## config.mk

```make
export PLATFORM = sky130hd
export DESIGN_NAME = mesh_frame_receive_checker_core
export DESIGN_NICKNAME = d
export VERILOG_FILES = /design/src/hdl/mfrc_pkg.sv /design/src/hdl/mesh_frame_receive_checker_core.sv
export SDC_FILE = /design/constraint.sdc
export NUM_CORES = 1
export LEC_CHECK = 0
export BUFFER_PORTS_ARGS = -buffer_cell sky130_fd_sc_hd__buf_2
export CORE_ASPECT_RATIO = 1.1
export CORE_MARGIN = 5
export CORE_UTILIZATION = 55
export CTS_CLUSTER_SIZE = 12
export DETAILED_ROUTE_END_ITERATION = 12
export HOLD_SLACK_MARGIN = 0.1
export PLACE_DENSITY = 0.76
export SLEW_MARGIN = 20
export SYNTH_ARGS = -nofsm -noshare
export SYNTH_HDL_FRONTEND = slang
export SYNTH_SLANG_ARGS = --single-unit
```

## constraint.sdc

```tcl
create_clock -name clk -period 9.9 [get_ports clk]
set_input_delay 0 -clock clk [delete_from_list [all_inputs] [get_ports clk]]
set_output_delay 0 -clock clk [all_outputs]
set_load 0.02 [all_outputs]
```

## src/hdl/mfrc_pkg.sv

```systemverilog
// Shared types, constants and the byte-wide CRC function for the mesh frame
// receive checker. No dependencies; used by mesh_frame_receive_checker_core.
`timescale 1ns / 1ps
`default_nettype none

package mfrc_pkg;

  // Frame layout
  localparam int HEADER_BYTES  = 9;
  localparam int CRC_BYTES     = 2;
  localparam int MAX_FRAME_DEF = 255;
  localparam int IDX_W         = 9;          // byte index, saturates at 256
  localparam int IDX_SAT       = 256;

  // CRC-16/XMODEM
  localparam logic [15:0] CRC_POLY = 16'h1021;
  localparam logic [15:0] CRC_INIT = 16'h0000;
  localparam logic [15:0] CRC_TOP  = 16'h8000;

  // Configuration port
  localparam int CFG_IDX_W  = 1;
  localparam int CFG_DATA_W = 32;

  typedef enum logic [CFG_IDX_W-1:0] {
    REG_NODE_ID      = 1'b0,
    REG_BROADCAST_ID = 1'b1
  } cfg_reg_t;

  typedef enum logic [2:0] {
    ST_OK       = 3'd0,
    ST_NOT_ADDR = 3'd1,
    ST_CRC_ERR  = 3'd2,
    ST_SHORT    = 3'd3,
    ST_LONG     = 3'd4
  } frame_status_t;

  typedef struct packed {
    logic [7:0] rx_byte;
    logic       frame_end;
  } rx_word_t;

  typedef struct packed {
    logic          payload_valid;
    logic [7:0]    payload_byte;
    logic          done_res;
    frame_status_t status;
    logic [7:0]    hops;
    logic [31:0]   sender;
    logic [31:0]   destination;
    logic [7:0]    payload_count;
  } res_word_t;

  // One byte through the MSB-first CRC, eight shift steps unrolled
  function automatic logic [15:0] crc16_byte(input logic [15:0] crc, input logic [7:0] b);
    logic [15:0] c;
    c = crc ^ {b, 8'h00};
    for (int k = 0; k < 8; k++) begin
      if ((c & CRC_TOP) != 16'h0000) begin
        c = {c[14:0], 1'b0} ^ CRC_POLY;
      end else begin
        c = {c[14:0], 1'b0};
      end
    end
    return c;
  endfunction

endpackage

`default_nettype wire

```

## src/hdl/mesh_frame_receive_checker_core.sv

```systemverilog
// Top level of the mesh frame receive checker: header capture, CRC-16,
// two-byte payload delay, status and a two-entry result buffer. Uses mfrc_pkg.
`timescale 1ns / 1ps
`default_nettype none

// Takes a received frame one byte per word (frame_end on the last byte) and
// accepts one word every clock cycle while rx_stall is low. All work for a
// byte is done in one pass from the frame state to the result register, so
// a result is registered there, or in the skid register while the output
// stalls; the CRC unit is unrolled over the whole byte, which is what allows
// the one-byte-per-cycle rate. A payload byte comes out two bytes after it
// arrives, once it is known not to be CRC. Bytes that release nothing and
// do not end a frame give no result word. A skid register behind the result
// register lets input keep flowing for one result while the output side
// stalls; rx_stall rises only when both are full. Checks run in the order
// length, address, CRC. Configuration writes take effect on the next byte.
module mesh_frame_receive_checker_core #(
  parameter int MAX_FRAME = mfrc_pkg::MAX_FRAME_DEF
) (
  input  wire                              clk,
  input  wire                              rst,
  // configuration
  input  wire                              cfg_we,
  input  wire [mfrc_pkg::CFG_IDX_W-1:0]    cfg_index,
  input  wire [mfrc_pkg::CFG_DATA_W-1:0]   cfg_data,
  // byte input
  input  wire                              rx_valid,
  output logic                             rx_stall,
  input  wire mfrc_pkg::rx_word_t          rx_word,
  // results
  output logic                             res_valid,
  input  wire                              res_stall,
  output mfrc_pkg::res_word_t              res_word
);

  import mfrc_pkg::*;

  localparam logic [IDX_W-1:0] MIN_LEN_IDX = IDX_W'(HEADER_BYTES + CRC_BYTES);
  localparam logic [IDX_W-1:0] SHORT_IDX   = IDX_W'(HEADER_BYTES + CRC_BYTES - 1);
  localparam logic [IDX_W-1:0] MAX_IDX     = IDX_W'(MAX_FRAME);
  localparam logic [IDX_W-1:0] SAT_IDX     = IDX_W'(IDX_SAT);

  // configuration registers
  logic [31:0] node_id;
  logic [31:0] broadcast_id;

  // frame state
  logic [IDX_W-1:0] byte_index;
  logic [15:0]      crc_reg;
  logic [7:0]       dly_new;
  logic [7:0]       dly_old;
  logic [7:0]       hop_reg;
  logic [31:0]      sender_reg;
  logic [31:0]      dest_reg;

  // result buffer
  logic      skid_valid;
  res_word_t skid_word;

  logic             rx_acc;
  logic             addressed;
  logic             release_byte;
  logic [15:0]      crc_next;
  logic [15:0]      rx_crc;
  logic [7:0]       hop_next;
  logic [31:0]      sender_next;
  logic [31:0]      dest_next;
  logic [IDX_W-1:0] idx_next;
  logic [IDX_W-1:0] cnt_full;
  res_word_t        new_word;
  logic             new_valid;

  assign rx_stall = skid_valid;
  assign rx_acc   = rx_valid && !rx_stall;

  // configuration writes
  always_ff @(posedge clk) begin
    if (rst) begin
      node_id      <= '0;
      broadcast_id <= '1;
    end else if (cfg_we) begin
      unique case (cfg_reg_t'(cfg_index))
        REG_NODE_ID:      node_id      <= cfg_data;
        REG_BROADCAST_ID: broadcast_id <= cfg_data;
        default: ;
      endcase
    end
  end

  // address match and payload release use the destination seen so far
  assign addressed    = (dest_reg == node_id) || (dest_reg == broadcast_id);
  assign release_byte = (byte_index >= MIN_LEN_IDX) && (byte_index < MAX_IDX) && addressed;

  // CRC runs two bytes behind the input
  assign crc_next = (byte_index >= IDX_W'(CRC_BYTES)) ? crc16_byte(crc_reg, dly_old) : crc_reg;
  assign rx_crc   = {rx_word.rx_byte, dly_new};

  assign idx_next = (byte_index == SAT_IDX) ? byte_index : byte_index + 1'b1;
  assign cnt_full = byte_index - SHORT_IDX;

  // header capture, little-endian ids
  always_comb begin
    hop_next    = hop_reg;
    sender_next = sender_reg;
    dest_next   = dest_reg;
    case (byte_index)
      9'd0: hop_next           = rx_word.rx_byte;
      9'd1: sender_next[7:0]   = rx_word.rx_byte;
      9'd2: sender_next[15:8]  = rx_word.rx_byte;
      9'd3: sender_next[23:16] = rx_word.rx_byte;
      9'd4: sender_next[31:24] = rx_word.rx_byte;
      9'd5: dest_next[7:0]     = rx_word.rx_byte;
      9'd6: dest_next[15:8]    = rx_word.rx_byte;
      9'd7: dest_next[23:16]   = rx_word.rx_byte;
      9'd8: dest_next[31:24]   = rx_word.rx_byte;
      default: ;
    endcase
  end

  // result word for the byte being accepted
  always_comb begin
    new_word               = '0;
    new_word.payload_valid = release_byte;
    new_word.payload_byte  = release_byte ? dly_old : 8'h00;
    if (rx_word.frame_end) begin
      new_word.done_res    = 1'b1;
      new_word.hops        = hop_next;
      new_word.sender      = sender_next;
      new_word.destination = dest_next;
      if (byte_index < SHORT_IDX) begin
        new_word.status = ST_SHORT;
      end else if (byte_index >= MAX_IDX) begin
        new_word.status = ST_LONG;
      end else begin
        new_word.payload_count = cnt_full[7:0];
        if (!addressed) begin
          new_word.status = ST_NOT_ADDR;
        end else if (crc_next != rx_crc) begin
          new_word.status = ST_CRC_ERR;
        end else begin
          new_word.status = ST_OK;
        end
      end
    end
  end

  assign new_valid = rx_acc && (release_byte || rx_word.frame_end);

  // frame state update; everything clears after the last byte
  always_ff @(posedge clk) begin
    if (rst) begin
      byte_index <= '0;
      crc_reg    <= CRC_INIT;
      dly_new    <= '0;
      dly_old    <= '0;
      hop_reg    <= '0;
      sender_reg <= '0;
      dest_reg   <= '0;
    end else if (rx_acc) begin
      if (rx_word.frame_end) begin
        byte_index <= '0;
        crc_reg    <= CRC_INIT;
        dly_new    <= '0;
        dly_old    <= '0;
        hop_reg    <= '0;
        sender_reg <= '0;
        dest_reg   <= '0;
      end else begin
        byte_index <= idx_next;
        crc_reg    <= crc_next;
        dly_new    <= rx_word.rx_byte;
        dly_old    <= dly_new;
        hop_reg    <= hop_next;
        sender_reg <= sender_next;
        dest_reg   <= dest_next;
      end
    end
  end

  // result register with skid stage
  always_ff @(posedge clk) begin
    if (rst) begin
      res_valid  <= 1'b0;
      skid_valid <= 1'b0;
    end else if (res_valid && res_stall) begin
      if (new_valid) begin
        skid_valid <= 1'b1;
      end
    end else if (skid_valid) begin
      res_valid  <= 1'b1;
      skid_valid <= 1'b0;
    end else begin
      res_valid <= new_valid;
    end
  end

  always_ff @(posedge clk) begin
    if (res_valid && res_stall) begin
      if (new_valid) begin
        skid_word <= new_word;
      end
    end else if (skid_valid) begin
      res_word <= skid_word;
    end else if (new_valid) begin
      res_word <= new_word;
    end
  end

  // checks
  a_skid_behind_out: assert property (@(posedge clk) disable iff (rst)
    skid_valid |-> res_valid)
    else $error("skid holds a word while the result register is empty");

  a_end_clears: assert property (@(posedge clk) disable iff (rst)
    rx_acc && rx_word.frame_end |=> (byte_index == '0) && (crc_reg == CRC_INIT))
    else $error("frame state not cleared after last byte");

  a_word_has_content: assert property (@(posedge clk) disable iff (rst)
    res_valid |-> (res_word.payload_valid || res_word.done_res))
    else $error("result word carries neither payload nor status");

  a_len_err_count: assert property (@(posedge clk) disable iff (rst)
    res_valid && res_word.done_res &&
    (res_word.status == ST_SHORT || res_word.status == ST_LONG)
    |-> (res_word.payload_count == 8'h00))
    else $error("payload count set on a length error");

endmodule

`default_nettype wire
```

==> results.md <==
* Worst-skew pair later-pin latency at 0.53 ns
* DRT antenna net count at 0
* Biggest regs: res_word: 93 flops, skid_word: 93 flops
* CTS H-tree lvls at 2
* Gate power share at 7.3%
* Post-Synthesis Cell Area at 0.0161 mm2
* Ports at 142
* Post_cts resized at 0
* RR Endpoint: res_word[38]
* Yosys warning total at 0
* CTS clock-pin slew for the worst setup and hold paths at 0.06 ns
* Largest net degree at the start of global routing at 99
* CTS tree: yes
* Full die area at 0.0328 mm2
* Distinct cells, synth at 54
* RSZ-0062 raised after global routing: no
* Synthesized net count at 1562
* Initial antenna violation count at 0
* 1st-pass router iterations at 5
* CTS Buffer Depth at 3
* Normalized max-slew margin at 32.6%
* Final period utilization at 39.7%
* Critical path arrival at 4.12 ns
* Critical path type: reg -> reg
* Post-synthesis register bit count at 365
* Clk root buf: clkbuf_16
* Seq/Total Area, Yosys at 56.9%
* Vias/cell at 5.92
* Setup TNS at 0 ns
* Vias in the first global route at 11.7k
* Worst hold path type: in -> reg
* Mapped Cells at 1507
* Max_cap viols at 0
* WL per Instance at 20.7 um
* PortBufs at 141
* Measured slew at the worst slew-check pin at 1.01 ns
* Core Util, Final at 64.5%
* # nets final at 1690
* Gr usage total at 25.4%
* Fmax at 254 MHz
* Max-slew violations at 0
* Leak at 7.21 nW
* Final Hold Fails at 0
* Worst reg2reg setup slack at 5.97 ns
* Clk sinks at 365
* Core area at 0.0288 mm2
* Crit end category: register
* Hold EP: skid_word[27]
* R2R cell count at 9
* Worst VDD drop at 119 uV
* WHS Path Cells at 3
* Internal power at 2.49 mW
* Power per Cell Area at 174 mW/mm2
* Outcome: finished clean
* Dpl hpwl at 27900 um
* Iteration-0 DRC Markers at 1303
* Post-Route WL at 42100 um
* Row cnt at 65
* Commonest non-fill, non-tap cell in the layout: nor2_1
* Starting density of the core at 55.9%
* Minimum clock period at 3.93 ns
* RR Startpoint: dest_reg[31]
* First-pass GRT wire length at 66400 um
* Die H at 189 um
* # diodes at 0
* CP Launch Type: register
* EDFF count, synth at 186
* Register share of total power at 50.8%
* Worst Setup SP: dest_reg[31]
* Syn_area_per_cell at 10.7 um2
* Clk network pwr share at 41.9%
* Critical path data required time at 10.09 ns
* Area grow syn2layout at 15.4%
* CTS buffer count at 37
* Psw at 0.740 mW
* GRT overflow at 0
* Hold path startpoint: rx_word[4]
* DRC violations left at 0
* Routability cong. at 0.949
* Setup clock skew after layout at 0.0173 ns
* Die Span X at 173 um
* Final setup violation count at 0
* Share of post-route cells with drive strength above 1 at 14.3%
* Ys async rst share at 0%
* Commonest non-fill, non-tap cells in the layout: nor2_1, nand2_1, edfxtp_1
* Sw frac at 22.9%
* Worst-path fanout max at 60
* Ys flop type: edfxtp_1
* Setup Buffers After CTS at 0
* Via count at 12.0k
## how the worst max path moves through the flow
| stage | slack (ns) | depth (start not counted) | to |
|---|---|---|---|
| 2_1_floorplan | 0.78 | 8 | res_word[0] |
| 3_3_place_gp | 5.65 | 8 | res_word[26] |
| 3_5_place_dp | 5.47 | 8 | res_word[44] |
| 4_1_cts | 5.44 | 8 | res_word[44] |
| 5_1_grt | 5.58 | 9 | res_word[24] |
| 6_report | 5.97 | 9 | res_word[38] |
## cell usage after synthesis, drive strengths merged, types with 3 or more instances
cell / number / area share [%]
nand4: 20 / 0.78
nor3: 7 / 0.22
ha: 8 / 0.62
a21o: 11 / 0.51
and2: 10 / 0.39
a32oi: 3 / 0.16
a21oi: 58 / 1.8
o21ai: 7 / 0.22
xor2: 18 / 0.98
xnor2: 88 / 4.8
xnor3: 3 / 0.42
buf: 8 / 0.39
inv: 11 / 0.26
mux2: 11 / 0.77
a211o: 33 / 1.8
nand2: 193 / 4.7
mux2i: 75 / 4.7
nor4: 10 / 0.47
a22oi: 86 / 4.0
a31oi: 5 / 0.19
clkbuf: 103 / 2.4
o31ai: 81 / 3.8
and3: 33 / 1.3
xor3: 3 / 0.44
nor2b: 11 / 0.43
dfxtp: 179 / 22
edfxtp: 186 / 35
nor2: 206 / 4.8
nand3: 16 / 0.50
## cells by family after synthesis
family / count (synthesis) / synth area share [%]
AO/OA/AOI/OAI: 297 / 13.3
XOR/XNOR: 112 / 6.63
adder cells (fa/ha/maj): 8 / 0.622
buffers and inverters: 123 / 3.07
flip-flops: 365 / 56.9
multiplexers: 86 / 5.43
AND/OR/NAND/NOR: 516 / 14.0
## stage by stage
| step | setup slack, ns | hold slack [ns] | instance area [um2] | total power [mW] | cells |
|---|---|---|---|---|---|
| after CTS | 5.44 | 0.152 | 18500 | 3.25 | 2030 |
| after global placement | 5.65 | 0.251 | 17000 | 1.89 | 1925 |
| final | 5.97 | 0.181 | 18600 | 3.23 | 2031 |
| after floorplan | 0.778 | 0.0989 | 16100 | 1.82 | 1507 |
| after global routing | 5.58 | 0.201 | 18600 | 3.34 | 2031 |
| after detailed placement | 5.47 | 0.258 | 17000 | 1.90 | 1925 |
## final cells by class
class	count	area (um2)
fill	2278	10200
sequential	365	9170
multi-input combinational	1019	6470
timing repair buffer	200	1270
clock buffer	64	1120
tap	368	460
inverter	12	47.5
clock inverter	3	42.5
## critical path, stage by stage (launching register included)
cell	delay [ns]
dfxtp_1	0.43
xnor2_1	0.15
nand4_1	0.13
nor4_1	0.45
a22oi_1	0.29
a211oi_2	0.58
o21ai_0	0.34
a21boi_4	0.43
buf_4	0.41
buf_16	0.31
## power groups by stage
| stage | clock network (mW) | logic (mW) | registers, mW |
|---|---|---|---|
| after global placement | 0 | 0.217 | 1.67 |
| after detailed placement | 0 | 0.219 | 1.68 |
| after floorplan | 0 | 0.122 | 1.70 |
| after CTS | 1.38 | 0.231 | 1.64 |
| after global routing | 1.44 | 0.252 | 1.65 |
| final | 1.35 | 0.235 | 1.64 |
## layer usage
metal | track usage (%) | up-vias | wire (um)
met3 | 5.17 | 76 | 3330
met2 | 40.7 | 530 | 19500
met5 | 0 | - | 0
met4 | 8.44 | 0 | 1270
li1 | - | 5656 | -
met1 | 34.9 | 5761 | 18000
## timing repair
item | CTS | global route
setup endpoints to repair | 0 | 0
endpoints found under the hold margin | 100 | 0
hold buffers | 38 | 0
Power figures use the tool's default switching activity.
